$ cat src/hdl/nlc_pkg.sv
package nlc_pkg;

  // Character codes used by the grammar
  localparam logic [7:0] CH_NUL   = 8'h00;
  localparam logic [7:0] CH_SPACE = 8'h20;
  localparam logic [7:0] CH_PLUS  = 8'h2B;
  localparam logic [7:0] CH_MINUS = 8'h2D;
  localparam logic [7:0] CH_DOT   = 8'h2E;
  localparam logic [7:0] CH_0     = 8'h30;
  localparam logic [7:0] CH_9     = 8'h39;
  localparam logic [7:0] CH_UA    = 8'h41;
  localparam logic [7:0] CH_UF    = 8'h46;
  localparam logic [7:0] CH_UX    = 8'h58;
  localparam logic [7:0] CH_LA    = 8'h61;
  localparam logic [7:0] CH_LE    = 8'h65;
  localparam logic [7:0] CH_LF    = 8'h66;
  localparam logic [7:0] CH_LX    = 8'h78;

  localparam int unsigned ACC_W  = 33;
  localparam int unsigned PROD_W = 37;
  localparam logic [ACC_W-1:0] MAG_CAP  = 33'h1_0000_0000;
  localparam logic [ACC_W-1:0] NEG_LIM  = 33'h0_8000_0000;
  localparam logic [ACC_W-1:0] POS_LIM  = 33'h0_7FFF_FFFF;
  localparam logic [31:0]      VAL_MIN  = 32'h8000_0000;
  localparam logic [31:0]      VAL_MAX  = 32'h7FFF_FFFF;

  // Result kind codes
  typedef enum logic [1:0] {
    KIND_INVALID = 2'd0,
    KIND_INT     = 2'd1,
    KIND_HEX     = 2'd2,
    KIND_FLOAT   = 2'd3
  } kind_t;

  // Grammar position
  typedef enum logic [3:0] {
    PH_IDLE = 4'd0,
    PH_ZERO = 4'd1,
    PH_INT  = 4'd2,
    PH_FRAC = 4'd3,
    PH_EXP0 = 4'd4,
    PH_EXP  = 4'd5,
    PH_HEX0 = 4'd6,
    PH_HEX  = 4'd7
  } phase_t;

  // Accumulator update selected by the sequencer
  typedef enum logic [1:0] {
    ACC_NONE = 2'd0,
    ACC_DEC  = 2'd1,
    ACC_HEX  = 2'd2
  } acc_op_t;

  // Pre-decoded character, carried through the queue
  typedef struct packed {
    logic       first;
    logic       is_term;
    logic       is_dec;
    logic       is_hex;
    logic       is_zero;
    logic       is_minus;
    logic       is_plus;
    logic       is_dot;
    logic       is_e;
    logic       is_x;
    logic [3:0] digit;
  } item_t;

endpackage

$ cat src/hdl/number_literal_classifier_core.sv
// Number literal classifier: one token character per transfer, one result per character.
// The result is registered twice on its way out: queue write, then output register.
// Throughput: 1 character per cycle while neither in_stall nor out_stall holds the flow; the
// per-character state update in the back end is a combinational shift-add and compare.
// Reset (rst_n low, synchronous): queue emptied, output invalid, grammar state idle.
module number_literal_classifier_core #(
  parameter int unsigned QDEPTH = 4
) (
  input  logic        clk,
  input  logic        rst_n,
  input  logic        in_valid,
  output logic        in_stall,
  input  logic [7:0]  in_ch,
  input  logic        in_first,
  output logic        out_valid,
  input  logic        out_stall,
  output logic        out_done_res,
  output logic [1:0]  out_kind,
  output logic [31:0] out_value,
  output logic        out_saturated
);

  logic           q_full;
  logic           q_push;
  logic           q_pop;
  logic           q_not_empty;
  nlc_pkg::item_t push_item;
  nlc_pkg::item_t pop_item;

  // Accept and decode
  nlc_front u_front (
    .in_valid (in_valid),
    .in_stall (in_stall),
    .in_ch    (in_ch),
    .in_first (in_first),
    .q_full   (q_full),
    .q_push   (q_push),
    .q_item   (push_item)
  );

  // Decoupling queue
  nlc_fifo #(
    .DEPTH (QDEPTH)
  ) u_fifo (
    .clk       (clk),
    .rst_n     (rst_n),
    .push      (q_push),
    .push_item (push_item),
    .full      (q_full),
    .pop       (q_pop),
    .not_empty (q_not_empty),
    .pop_item  (pop_item)
  );

  // Grammar sequencer, accumulator and result register
  nlc_back u_back (
    .clk           (clk),
    .rst_n         (rst_n),
    .q_valid       (q_not_empty),
    .q_item        (pop_item),
    .q_pop         (q_pop),
    .out_valid     (out_valid),
    .out_stall     (out_stall),
    .out_done_res  (out_done_res),
    .out_kind      (out_kind),
    .out_value     (out_value),
    .out_saturated (out_saturated)
  );

endmodule

$ cat src/hdl/nlc_front.sv
module nlc_front (
  input  logic           in_valid,
  output logic           in_stall,
  input  logic [7:0]     in_ch,
  input  logic           in_first,
  input  logic           q_full,
  output logic           q_push,
  output nlc_pkg::item_t q_item
);

  // Stall while the queue has no room
  assign in_stall = q_full;
  assign q_push   = in_valid && !q_full;

  // Character decode
  always_comb begin
    q_item          = '0;
    q_item.first    = in_first;
    q_item.is_term  = (in_ch == nlc_pkg::CH_NUL) || (in_ch == nlc_pkg::CH_SPACE);
    q_item.is_dec   = in_ch inside {[nlc_pkg::CH_0:nlc_pkg::CH_9]};
    q_item.is_zero  = (in_ch == nlc_pkg::CH_0);
    q_item.is_minus = (in_ch == nlc_pkg::CH_MINUS);
    q_item.is_plus  = (in_ch == nlc_pkg::CH_PLUS);
    q_item.is_dot   = (in_ch == nlc_pkg::CH_DOT);
    q_item.is_e     = (in_ch == nlc_pkg::CH_LE);
    q_item.is_x     = (in_ch == nlc_pkg::CH_LX) || (in_ch == nlc_pkg::CH_UX);
    // hex digit value; decimal digits share the low nibble
    if (in_ch inside {[nlc_pkg::CH_0:nlc_pkg::CH_9]}) begin
      q_item.is_hex = 1'b1;
      q_item.digit  = in_ch[3:0];
    end else if (in_ch inside {[nlc_pkg::CH_LA:nlc_pkg::CH_LF],
                               [nlc_pkg::CH_UA:nlc_pkg::CH_UF]}) begin
      q_item.is_hex = 1'b1;
      q_item.digit  = 4'(in_ch[2:0] + 3'd1) + 4'd8;
    end
  end

endmodule

$ cat src/hdl/nlc_fifo.sv
module nlc_fifo #(
  parameter int unsigned DEPTH = 4
) (
  input  logic           clk,
  input  logic           rst_n,
  input  logic           push,
  input  nlc_pkg::item_t push_item,
  output logic           full,
  input  logic           pop,
  output logic           not_empty,
  output nlc_pkg::item_t pop_item
);

  localparam int unsigned PTR_W = $clog2(DEPTH);
  localparam int unsigned CNT_W = $clog2(DEPTH + 1);
  localparam logic [PTR_W-1:0] LAST = PTR_W'(DEPTH - 1);
  localparam logic [CNT_W-1:0] FULL_CNT = CNT_W'(DEPTH);

  nlc_pkg::item_t   slot_r [DEPTH];
  logic [PTR_W-1:0] wr_ptr_r, wr_ptr_nxt;
  logic [PTR_W-1:0] rd_ptr_r, rd_ptr_nxt;
  logic [CNT_W-1:0] count_r, count_nxt;
  logic             do_pop;

  assign full      = (count_r == FULL_CNT);
  assign not_empty = (count_r != '0);
  assign pop_item  = slot_r[rd_ptr_r];
  assign do_pop    = pop && not_empty;

  // Pointer and occupancy update
  always_comb begin
    wr_ptr_nxt = wr_ptr_r;
    rd_ptr_nxt = rd_ptr_r;
    count_nxt  = count_r;
    if (push) begin
      wr_ptr_nxt = (wr_ptr_r == LAST) ? '0 : wr_ptr_r + PTR_W'(1);
    end
    if (do_pop) begin
      rd_ptr_nxt = (rd_ptr_r == LAST) ? '0 : rd_ptr_r + PTR_W'(1);
    end
    if (push && !do_pop) begin
      count_nxt = count_r + CNT_W'(1);
    end else if (!push && do_pop) begin
      count_nxt = count_r - CNT_W'(1);
    end
  end

  always_ff @(posedge clk) begin
    if (!rst_n) begin
      wr_ptr_r <= '0;
      rd_ptr_r <= '0;
      count_r  <= '0;
    end else begin
      wr_ptr_r <= wr_ptr_nxt;
      rd_ptr_r <= rd_ptr_nxt;
      count_r  <= count_nxt;
    end
  end

  // Storage, no reset
  always_ff @(posedge clk) begin
    if (push) begin
      slot_r[wr_ptr_r] <= push_item;
    end
  end

`ifndef SYNTHESIS
  a_no_push_when_full: assert property (@(posedge clk) disable iff (!rst_n)
    full |-> !push)
    else $error("queue written while full");

  a_count_bounded: assert property (@(posedge clk) disable iff (!rst_n)
    count_r <= FULL_CNT)
    else $error("queue occupancy out of range");
`endif

endmodule

$ cat src/hdl/nlc_back.sv
module nlc_back (
  input  logic           clk,
  input  logic           rst_n,
  input  logic           q_valid,
  input  nlc_pkg::item_t q_item,
  output logic           q_pop,
  output logic           out_valid,
  input  logic           out_stall,
  output logic           out_done_res,
  output logic [1:0]     out_kind,
  output logic [31:0]    out_value,
  output logic           out_saturated
);

  localparam int unsigned AW = nlc_pkg::ACC_W;
  localparam int unsigned PW = nlc_pkg::PROD_W;

  nlc_pkg::phase_t  phase_r, phase_nxt;
  logic             neg_r, neg_nxt;
  logic [AW-1:0]    acc_r, acc_nxt;
  logic             ovf_r, ovf_nxt;

  logic             out_valid_r;
  logic             out_done_r, out_done_nxt;
  nlc_pkg::kind_t   out_kind_r, out_kind_nxt;
  logic [31:0]      out_value_r, out_value_nxt;
  logic             out_sat_r, out_sat_nxt;

  logic             take;
  nlc_pkg::phase_t  eff_phase;
  logic             int_mode;
  nlc_pkg::acc_op_t acc_op;
  logic             fin;
  nlc_pkg::kind_t   fin_kind;
  logic [AW-1:0]    acc_base;
  logic             neg_base;
  logic             ovf_base;
  logic [PW-1:0]    prod;

  // Take from the queue when the output register is free or draining
  assign take  = q_valid && (!out_valid_r || !out_stall);
  assign q_pop = take;

  // A new token starts from the integer position
  assign eff_phase = q_item.first ? nlc_pkg::PH_INT : phase_r;
  assign int_mode  = (eff_phase == nlc_pkg::PH_INT) ||
                     ((eff_phase == nlc_pkg::PH_ZERO) && !q_item.is_x);

  // Next state and action selection
  always_comb begin
    phase_nxt = phase_r;
    acc_op    = nlc_pkg::ACC_NONE;
    fin       = 1'b0;
    fin_kind  = nlc_pkg::KIND_INVALID;
    if (q_item.first && q_item.is_minus) begin
      phase_nxt = nlc_pkg::PH_INT;
    end else if (q_item.first && q_item.is_zero) begin
      phase_nxt = nlc_pkg::PH_ZERO;
    end else if (int_mode) begin
      phase_nxt = nlc_pkg::PH_INT;
      if (q_item.is_dec) begin
        acc_op = nlc_pkg::ACC_DEC;
      end else if (q_item.is_dot) begin
        phase_nxt = nlc_pkg::PH_FRAC;
      end else if (q_item.is_e) begin
        phase_nxt = nlc_pkg::PH_EXP0;
      end else begin
        fin      = 1'b1;
        fin_kind = q_item.is_term ? nlc_pkg::KIND_INT : nlc_pkg::KIND_INVALID;
      end
    end else begin
      case (eff_phase)
        nlc_pkg::PH_ZERO: begin
          phase_nxt = nlc_pkg::PH_HEX0;
        end
        nlc_pkg::PH_FRAC: begin
          if (q_item.is_dec) begin
            phase_nxt = nlc_pkg::PH_FRAC;
          end else if (q_item.is_e) begin
            phase_nxt = nlc_pkg::PH_EXP0;
          end else begin
            fin      = 1'b1;
            fin_kind = q_item.is_term ? nlc_pkg::KIND_FLOAT : nlc_pkg::KIND_INVALID;
          end
        end
        nlc_pkg::PH_EXP0: begin
          if (q_item.is_plus || q_item.is_minus || q_item.is_dec) begin
            phase_nxt = nlc_pkg::PH_EXP;
          end else begin
            fin      = 1'b1;
            fin_kind = q_item.is_term ? nlc_pkg::KIND_FLOAT : nlc_pkg::KIND_INVALID;
          end
        end
        nlc_pkg::PH_EXP: begin
          if (!q_item.is_dec) begin
            fin      = 1'b1;
            fin_kind = q_item.is_term ? nlc_pkg::KIND_FLOAT : nlc_pkg::KIND_INVALID;
          end
        end
        nlc_pkg::PH_HEX0: begin
          if (q_item.is_hex) begin
            acc_op    = nlc_pkg::ACC_HEX;
            phase_nxt = nlc_pkg::PH_HEX;
          end else begin
            fin = 1'b1;
          end
        end
        nlc_pkg::PH_HEX: begin
          if (q_item.is_hex) begin
            acc_op = nlc_pkg::ACC_HEX;
          end else begin
            fin      = 1'b1;
            fin_kind = q_item.is_term ? nlc_pkg::KIND_HEX : nlc_pkg::KIND_INVALID;
          end
        end
        default: begin
          phase_nxt = nlc_pkg::PH_IDLE;
        end
      endcase
    end
    if (fin) begin
      phase_nxt = nlc_pkg::PH_IDLE;
    end
  end

  // Token state as seen by this character (cleared on restart)
  assign acc_base = q_item.first ? '0 : acc_r;
  assign neg_base = q_item.first ? q_item.is_minus : neg_r;
  assign ovf_base = q_item.first ? 1'b0 : ovf_r;

  // Shift-add multiply by the radix, plus the digit
  always_comb begin
    case (acc_op)
      nlc_pkg::ACC_DEC: prod = (PW'(acc_base) << 3) + (PW'(acc_base) << 1) + PW'(q_item.digit);
      nlc_pkg::ACC_HEX: prod = (PW'(acc_base) << 4) + PW'(q_item.digit);
      default:          prod = PW'(acc_base);
    endcase
  end

  // Datapath and result outputs
  always_comb begin
    neg_nxt       = neg_base;
    acc_nxt       = acc_base;
    ovf_nxt       = ovf_base;
    out_done_nxt  = fin;
    out_kind_nxt  = fin ? fin_kind : nlc_pkg::KIND_INVALID;
    out_value_nxt = '0;
    out_sat_nxt   = 1'b0;
    if (acc_op != nlc_pkg::ACC_NONE) begin
      if (prod > PW'(nlc_pkg::MAG_CAP)) begin
        acc_nxt = nlc_pkg::MAG_CAP;
        ovf_nxt = 1'b1;
      end else begin
        acc_nxt = prod[AW-1:0];
      end
    end
    // Signed conversion with clamping
    if (fin && (fin_kind == nlc_pkg::KIND_INT || fin_kind == nlc_pkg::KIND_HEX)) begin
      if (neg_base) begin
        if (ovf_base || acc_base > nlc_pkg::NEG_LIM) begin
          out_sat_nxt   = 1'b1;
          out_value_nxt = nlc_pkg::VAL_MIN;
        end else begin
          out_value_nxt = 32'd0 - acc_base[31:0];
        end
      end else begin
        if (ovf_base || acc_base > nlc_pkg::POS_LIM) begin
          out_sat_nxt   = 1'b1;
          out_value_nxt = nlc_pkg::VAL_MAX;
        end else begin
          out_value_nxt = acc_base[31:0];
        end
      end
    end
  end

  // Token state registers
  always_ff @(posedge clk) begin
    if (!rst_n) begin
      phase_r <= nlc_pkg::PH_IDLE;
      neg_r   <= 1'b0;
      acc_r   <= '0;
      ovf_r   <= 1'b0;
    end else if (take) begin
      phase_r <= phase_nxt;
      neg_r   <= neg_nxt;
      acc_r   <= acc_nxt;
      ovf_r   <= ovf_nxt;
    end
  end

  // Output register valid
  always_ff @(posedge clk) begin
    if (!rst_n) begin
      out_valid_r <= 1'b0;
    end else if (take) begin
      out_valid_r <= 1'b1;
    end else if (!out_stall) begin
      out_valid_r <= 1'b0;
    end
  end

  // Output register payload
  always_ff @(posedge clk) begin
    if (take) begin
      out_done_r  <= out_done_nxt;
      out_kind_r  <= out_kind_nxt;
      out_value_r <= out_value_nxt;
      out_sat_r   <= out_sat_nxt;
    end
  end

  assign out_valid     = out_valid_r;
  assign out_done_res  = out_done_r;
  assign out_kind      = out_kind_r;
  assign out_value     = out_value_r;
  assign out_saturated = out_sat_r;

`ifndef SYNTHESIS
  a_acc_capped: assert property (@(posedge clk) disable iff (!rst_n)
    ovf_r |-> (acc_r == nlc_pkg::MAG_CAP))
    else $error("overflow flag set without capped magnitude");

  a_undecided_is_zero: assert property (@(posedge clk) disable iff (!rst_n)
    (out_valid_r && !out_done_r) |->
      (out_kind_r == nlc_pkg::KIND_INVALID && out_value_r == 32'd0 && !out_sat_r))
    else $error("undecided result carries payload");

  a_sat_only_int: assert property (@(posedge clk) disable iff (!rst_n)
    (out_valid_r && out_sat_r) |->
      (out_kind_r == nlc_pkg::KIND_INT || out_kind_r == nlc_pkg::KIND_HEX))
    else $error("saturation flagged on non-integer kind");

  a_finish_goes_idle: assert property (@(posedge clk) disable iff (!rst_n)
    (take && fin) |=> (phase_r == nlc_pkg::PH_IDLE))
    else $error("decided token did not return to idle");
`endif

endmodule

$ cat config.mk
export PLATFORM = sky130hd
export DESIGN_NAME = number_literal_classifier_core
export DESIGN_NICKNAME = d
export VERILOG_FILES = /design/src/hdl/nlc_pkg.sv /design/src/hdl/number_literal_classifier_core.sv /design/src/hdl/nlc_front.sv /design/src/hdl/nlc_fifo.sv /design/src/hdl/nlc_back.sv
export SDC_FILE = /design/constraint.sdc
export NUM_CORES = 1
export LEC_CHECK = 0
export BUFFER_PORTS_ARGS = -buffer_cell sky130_fd_sc_hd__buf_4
export CORE_MARGIN = 2
export CORE_UTILIZATION = 50
export DETAILED_ROUTE_END_ITERATION = 12
export PLACE_DENSITY = 0.77
export SYNTH_ARGS = -nofsm -noshare
export SYNTH_HDL_FRONTEND = slang
export SYNTH_SLANG_ARGS = --single-unit
export TNS_END_PERCENT = 1
$ cat constraint.sdc
create_clock -name clk -period 8.8 [get_ports clk]
set_clock_uncertainty 0.2 [all_clocks]
set_input_delay 1.32 -clock clk [delete_from_list [all_inputs] [get_ports clk]]
set_output_delay 1.32 -clock clk [all_outputs]
set_load 0.05 [all_outputs]
; ---- After elaboration in Yosys (flattened, before gate mapping)
; Memories as Yosys holds them, arrays and structs flattened. A register that Yosys moved wholly into a read port is not among the register bits.
; Cells that the tools add are included.
[classes]
add_sub_neg = 10
n_lt_le_gt_ge = 9
n_eq_ne = 27
muxes = 73
reduce_logical = 35
[op_table]
columns = op, n
row1 = $mux 33, 3
row2 = $mux 32, 3
row3 = $add 37x4->37, 2
row4 = $pmux 37 s2, 1
row5 = $mux 4, 13
row6 = $mux 2, 22
row7 = $eq 8x6->1 const B, 5
row8 = $add 36x34->37, 1
row9 = $gt 37x33->1 const B, 1
row10 = $gt 33x31->1 const B, 1
row11 = $gt 33x32->1 const B, 1
row12 = $sub 1x32->32 const A, 1
row13 = $mux 1, 25
row14 = $eq 8x7->1 const B, 3
row15 = $pmux 4 s5, 1
row16 = $eq 4x3->1 const B, 4
row17 = $ge 8x7->1 const B, 2
row18 = $le 8x7->1 const B, 2
row19 = $logic_and 1x1->1, 12
row20 = $logic_or 1x1->1, 9
row21 = $mux 3, 3
row22 = $eq 2x2->1 const B, 4
row23 = $eq 4x2->1 const B, 2
row24 = $ge 8x6->1 const B, 1
row25 = other kinds (22), 32
[word_totals]
regBits = 83
mem_bits_rw = 56
wordCells = 167
mem_count = 1
[memory_table]
columns = memory, words, word_bits, rd, rd_clocked_by_memory_dff, write_ports, line
row1 = u_fifo.slot_r, 4, 14, 1, 1, 1, nlc_fifo.sv:19  ; nlc_pkg::item_t slot_r [DEPTH];

; ---- Longest topological paths before layout
; Gate-level depths: netlist (run 1).
[depth]
depth_word = 12
mapped_depth = 27
mapped_depth_nobuf = 20

; ---- Cells and area by module
; A second synthesis (run 1) with hierarchy kept.
[unflattened]
cells_unflattened = 1268
hier_area_um2 = 10948.0
[by_module_without_submodules]
columns = module, n_inst, cells_each, area_per_inst_um2, seq_area_each_um2
row1 = nlc_back, 1, 1105, 8117.8, 1861.8
row2 = nlc_fifo, 1, 119, 2507.4, 1861.8
row3 = nlc_front, 1, 44, 322.8, 0.0

; ---- Least setup slack after synthesis (run 1)
; No wires, ideal clock.
[synth_timing]
kind = reg-to-reg
start = register with a tool-made name
end = register u_back.acc_r[28]
setup_time_ns = 0.067
arrival_time_ns = 6.176
required_time_ns = 8.533
path_slack_ns = 2.356
stages_incl_launch_ff = 28
synth_period_minus_slack_ns = 6.444
path_cell_list = dfxtp_1 buf_4 mux2_2 mux2i_1 buf_2 buf_1 clkbuf_1 buf_1 clkbuf_1 clkbuf_1 nand2_1 inv_1 ha_1 ha_1 clkbuf_1 nand4_1 nor3_1 a2bb2oi_1 o31ai_1 nor3_1 a211oi_1 nand4b_1 or4_1 nor4_2 o21bai_2 buf_2 o311a_1 nor2_1
[synth_lines]
columns = element, line
row1 = to (signal assigned), nlc_back.sv:187  ; acc_r <= acc_nxt;
row2 = to (decl), nlc_back.sv:20  ; logic [AW-1:0] acc_r, acc_nxt;

==> impl_metrics.py, run 1 <==
metrics = {
    "routing": {
        "post_drt_wl_per_cell_um": 20.0,
        "post-route-drc-count": 0,
        "first_pass_iters": 9,
        "drt-vias-per-instance": 6.55,
        "drtAntennaViolNets": 0,
        "num_vias": 10300,
        "drtIter0Drc": 1112,
        "wirelength_mm": 31.3,
    },
    "die": {
        "core_sq_um": 21100,
        "initial_utilization_pct": 51.1,
        "io_pins": 51,
        "die_x_um": 151,
        "rows": 53,
        "die_area_sq_um": 22700,
        "dieHeight_um": 151,
    },
    "power": {
        "finalPower_uw": 4610,
        "p_leak_uw": 0.00471,
        "p_per_area_nw_per_um2": 388,
        "peakVddDrop_v": 0.000186,
    },
    "finish": {
        "drive_gt1_share_pct": 10.1,
        "final_common_cell": "a21oi_1",
        "fillers": 1912,
        "fin_nets": 1374,
        "design_area_sq_um": 11900,
        "area_growth_syn_to_layout_pct": 10.3,
        "n_antenna_cell": 0,
        "layout_common_cells": "a21oi_1, nand2_1, nor2_1",
    },
    "place": {
        "dp_hpwl_mm": 22.6,
        "gp_congestion": 0.946,
        "dpl_cell_area_sq_um": 11300,
        "io_buffers": 50,
    },
    "global_routing": {
        "grt_pass1_vias": 9785,
        "grt_pass1_wl_mm": 49.7,
        "grt_max_degree": 87,
        "antenna_found_initial": 0,
        "grt_usage_pct": 27.5,
        "grt-ovfl-total": 0,
    },
    "sta": {
        "setup_viol": 0,
        "fin_tns_setup_ns": 0,
        "slew_viol_final": 0,
        "max_freq_mhz": 139,
        "finalCriticalPeriod_ns": 7.18,
        "max_slew.worst_pin.slew_ns": 0.937,
        "post-route-period-util_pct": 81.5,
        "final_hold_viol_count": 0,
        "rsz0062_at_grt": "false",
        "slew_headroom_pct": 37.0,
    },
    "worst_setup_path": {
        "start_kind": "register",
        "slowest_stage": "buf_4",
        "crit_path_cell_trace": "buf_4 > mux2_2 > mux2i_4 > buf_4 > nand2_1 > inv_1 > ha_1 > ha_1 > nand4_1 > or3_1 > nor3_1 > nor2_1 > a41o_1 > a211oi_1 > nand4b_1 > or4_1 > nor4_2 > o21bai_2 > buf_4 > a2111o_1 > a21oi_1",
        "max_stage_delay_ns": 0.52,
        "crit_path_end_kind": "register",
        "worstPathMaxFanout": 53,
        "worst-path-buf-inv": 4,
        "cp_common_cell": "buf_4",
        "worstPathArrival_ns": 7.35,
        "critPathKind": "reg -> reg",
        "cp_top_family": "simple AND/OR/NAND/NOR gates",
        "cp.required_ns": 8.97,
    },
    "clocking": {
        "cts.sinks": 140,
        "insertion_delay_ns": 0.44,
        "clock-root-buffer": "clkbuf_16",
        "clk_pin_slew_ns": 0.07,
        "cts-buffers-inserted": 17,
        "postCtsHoldBufs": 0,
        "cts_tree": "built",
        "clockBufferDepth": 2,
        "htreeDepth": 4,
        "post_cts_buffers": 0,
        "cts_resized": 0,
    },
    "synthesis": {
        "yosysUniqueCellTypes": 78,
        "synth-edff-count": 92,
        "synth_top_cell_area_share_pct": 25.6,
        "ys.warnings.count": 0,
        "syn_area_sq_um": 10800,
        "synth_top_area_cell": "edfxtp_1",
        "synth_fp_nets": 1372,
        "async_flop_share_pct": 0,
        "synth_area_leaders": "edfxtp_1, ha_1, dfxtp_1",
        "ys_ff_latch": 140,
        "seq_area_frac_synth_pct": 34.6,
        "ys.flop_type": "edfxtp_1",
        "postSynthAreaPerCell_sq_um": 8.44,
        "syn_inst": 1277,
    },
    "run_status": {
        "status": "completed",
    },
    "flow_run": {
        "cap_violations": 0,
    },
    "worst_hold_path": {
        "holdCritPathClass": "reg -> reg",
    },
}
-- where the power goes --
group / switching (uW) / internal [uW]
registers: 174 / 922
clock network: 329 / 406
logic: 1880 / 899
total: 2390 / 2230
-- final timing paths --
path	start	end	slack, ns	cells after the start
worst max-delay path	register	u_back.acc_r[5]	1.62	21
worst min-delay path	u_back.out_valid	u_back.out_valid	0.29	2
worst max register to register	register	u_back.acc_r[5]	1.62	21
worst min register to register	u_back.out_valid	u_back.out_valid	0.29	2
-- synthesized netlist by cell type, types with 14 or more instances --
cell type,count
dfxtp_1,48
nor3_1,33
o21ai_0,96
nand4_1,23
nor2_1,106
nor2b_1,19
nand3_1,41
a211oi_1,14
or3_1,14
nand2_1,131
nand2b_1,14
mux2i_1,15
a31oi_1,18
a21oi_1,137
ha_1,80
inv_1,58
clkbuf_1,71
edfxtp_1,92
-- area by class of cell --
class,instances,area [sq um],share of cell area (%)
clock buffers,17,425,3.58
clock inverters,15,174,1.46
inverters,61,229,1.93
multi-input cells,993,6490,54.6
flip-flops and latches,140,3720,31.3
well taps,275,344,2.89
repair buffers,66,495,4.17
-- layer usage --
metal	part of all wire (%)	global-route usage (%)
met1	39	32.7
met2	48	47.3
met4	5.6	14.5
met3	7.2	5.21
met5	0	0
-- registers in the layout (all words and copies together), names as in the netlist, named ones only --
register	flops
u_back.out_value	32
u_back.phase_r	3
u_back.neg_r	1
u_fifo.rd_ptr_r	2
u_back.out_done_res	1
u_back.out_saturated	1
u_back.out_kind	2
u_fifo.slot_r	56
u_fifo.count_r	3
u_back.acc_r	33
u_back.ovf_r	1
u_back.out_valid	1
u_fifo.wr_ptr_r	2
-- logic make-up (layout without fill, tap and decap cells) --
family | Yosys count | after routing | share of synthesized area, %
buf+inv | 144 | 159 | 5.29
compound gates | 412 | 412 | 24.3
simple gates | 445 | 445 | 20.0
mux | 31 | 31 | 4.32
fa+ha+maj | 82 | 82 | 9.66
xor+xnor | 23 | 23 | 1.87
flops | 140 | 140 | 34.6
-- per-stage QoR --
stage,utilization [%],hold WS (ns),std cells,setup WS (ns)
floorplan,-,0.260,1277,2.36
detailed placement,53.5,0.284,1535,1.88
global route,56.4,0.323,1567,1.18
CTS,56.4,0.294,1567,1.83
global placement,53.5,0.271,1535,1.93
finish,56.4,0.287,1567,1.62
-- worst min-delay path, cell delays in order (launching register included) --
cell and delay, ns:
dfxtp_1 0.32, nand2_1 0.06, a21boi_0 0.06
Power figures use the tool's default switching activity.
==> run 2: changes to the inputs <==
PLACE_DENSITY = 0.8   (was 0.77)
clock period = 6.25 ns   (was 8.8 ns; I/O delays follow)
==> run 2 against run 1 <==
Compared with the run above:
- maximum frequency grew 21%
- worst hold slack lost 0.00087 ns
- sequential share of layout area shrank 0.79 points
- cell count grew 1.7%
==> impl_metrics.py, run 2 (same netlist as run 1, synthesis figures left out) <==
metrics = {
    "die": {
        "core_sq_um": 21100,
        "dieHeight_um": 151,
        "io_pins": 51,
        "initial_utilization_pct": 51.1,
        "rows": 53,
        "die_area_sq_um": 22700,
        "die_x_um": 151,
    },
    "global_routing": {
        "grt-ovfl-total": 0,
        "grt_usage_pct": 28.8,
        "antenna_found_initial": 0,
        "grt_max_degree": 53,
        "grt_pass1_wl_mm": 51.8,
        "grt_pass1_vias": 10100,
    },
    "routing": {
        "drt-vias-per-instance": 6.64,
        "wirelength_mm": 32.7,
        "dr_wl_met3_mm": 2.54,
        "first_pass_iters": 8,
        "num_vias": 10600,
        "highest_layer": "met4",
        "dr_wl_met2_mm": 15.7,
        "post_drt_wl_per_cell_um": 20.5,
        "drtIter0Drc": 1165,
        "post-route-drc-count": 0,
        "drtAntennaViolNets": 0,
        "routedLengthMet1_mm": 12.3,
    },
    "worst_setup_path": {
        "crit_path_cell_trace": "mux2_2 > mux2i_4 > nand2_1 > inv_1 > ha_1 > ha_1 > inv_1 > fa_1 > nand2b_1 > a211oi_1 > nor3b_1 > o211ai_1 > a21o_1 > nor2_1 > a211o_1 > or4_1 > nor4_2 > o21bai_2 > buf_4 > o311a_1 > a211oi_1",
        "worstPathArrival_ns": 6.08,
        "slowest_stage": "or4_1",
        "worstPathMaxFanout": 12,
        "reg2reg_slack_ns": 0.30,
        "crit_path_end_kind": "register",
        "reg2regPathDepth": 21,
        "start_kind": "register",
        "critPathKind": "reg -> reg",
        "r2r-end": "u_back.acc_r[21]",
        "cp.required_ns": 6.38,
        "max_stage_delay_ns": 0.54,
    },
    "finish": {
        "fillers": 1842,
        "post-route-util_pct": 57.8,
        "top_register": "u_fifo.slot_r",
        "fin_nets": 1401,
        "n_antenna_cell": 0,
        "design_area_sq_um": 12200,
        "area_growth_syn_to_layout_pct": 13.2,
        "layout_common_cells": "a21oi_1, nand2_1, nor2_1",
        "largest_reg_flops": 56,
        "drive_gt1_share_pct": 12.8,
        "final_common_cell": "a21oi_1",
    },
    "power": {
        "p_leak_uw": 0.00487,
        "finalPower_uw": 6690,
        "p_per_area_nw_per_um2": 548,
        "peakVddDrop_v": 0.000352,
    },
    "place": {
        "dp_hpwl_mm": 23.6,
        "io_buffers": 50,
        "post-place-ws_ns": 0.243,
        "gp_congestion": 0.960,
        "dpl_cell_area_sq_um": 11500,
    },
    "sta": {
        "final_hold_viol_count": 0,
        "setup_viol": 0,
        "final.setup.worst_slack_ns": 0.304,
        "slew_headroom_pct": 40.4,
        "fin_hold_ws_ns": 0.286,
        "finalCriticalPeriod_ns": 5.95,
        "max_slew.worst_pin.slew_ns": 0.894,
        "slew_viol_final": 0,
        "post-route-period-util_pct": 95.1,
        "max_freq_mhz": 168,
    },
    "worst_hold_path": {
        "min_path_cells": 2,
        "holdCritPathClass": "reg -> reg",
        "hold_start": "u_back.out_valid",
        "holdPathEnd": "u_back.out_valid",
    },
    "clocking": {
        "cts.sinks": 140,
        "clk_pin_slew_ns": 0.07,
        "cts-buffers-inserted": 17,
        "postCtsHoldBufs": 0,
        "cts_tree": "built",
        "insertion_delay_ns": 0.44,
        "clockBufferDepth": 2,
        "clock-root-buffer": "clkbuf_16",
        "htreeDepth": 4,
    },
    "run_status": {
        "status": "completed",
    },
    "flow_run": {
        "cap_violations": 0,
    },
}
run 2: changes by cell type in the layout (fill, tap and decap cells not counted), moves of 2 or more:
| cell | change |
|---|---|
| buf_12 | +2 |
| a211oi_1 | -2 |
| buf_4 | +23 |
| o21ai_0 | -2 |
| a211oi_2 | +2 |
run 2: cell type report:
class                   count  area, sq um  area share (%)
clock buffers              17          425            3.49
multi-input cells         993         6550            53.7
flip-flops and latches    140         3720            30.5
repair buffers             93          744            6.10
inverters                  61          229            1.88
clock inverters            15          175            1.44
well taps                 275          344            2.82
run 2: critical path, delay by kind of cell (launching register included):
family / cells / cell delay [ns]
muxes: 2 / 0.73
buffers and inverters: 3 / 0.49
DFF: 1 / 0.41
adders and majority gates: 3 / 0.73
AOI/OAI and AO/OA: 7 / 1.92
and+or+nand+nor: 6 / 1.35
run 2: how the worst max path moves through the flow:
stage	start	to	slack, ns	depth (start not counted)
floorplan	register	u_back.acc_r[28]	0.03	27
CTS	register	u_back.acc_r[21]	0.14	20
global route	register	u_back.acc_r[31]	-0.007	21
finish	register	u_back.acc_r[21]	0.30	21
global placement	register	u_back.acc_r[21]	0.32	20
detailed placement	register	u_back.acc_r[31]	0.24	20
run 2: what timing repair did:
action / in CTS / in global routing
endpoints found under the setup margin: 0 / 23
buffers inserted: 0 / 2
resized for setup: 0 / 14
run 2: power breakdown:
group	switching, uW	internal [uW]
Combinational	2730	1370
Sequential	255	1300
Clock	461	572
Total	3450	3240
run 2: through the flow:
step	std cells	setup TNS, ns
floorplan	1277	0
CTS	1591	0
global route	1594	-0.00692
finish	1594	0
global placement	1559	0
detailed placement	1559	0
run 2: routing by layer:
| layer | vias up | global-route usage [%] |
|---|---|---|
| met5 | - | 0 |
| met4 | 0 | 18.2 |
| met3 | 166 | 4.34 |
| met2 | 624 | 48.3 |
| met1 | 4949 | 34.6 |
| li1 | 4849 | - |
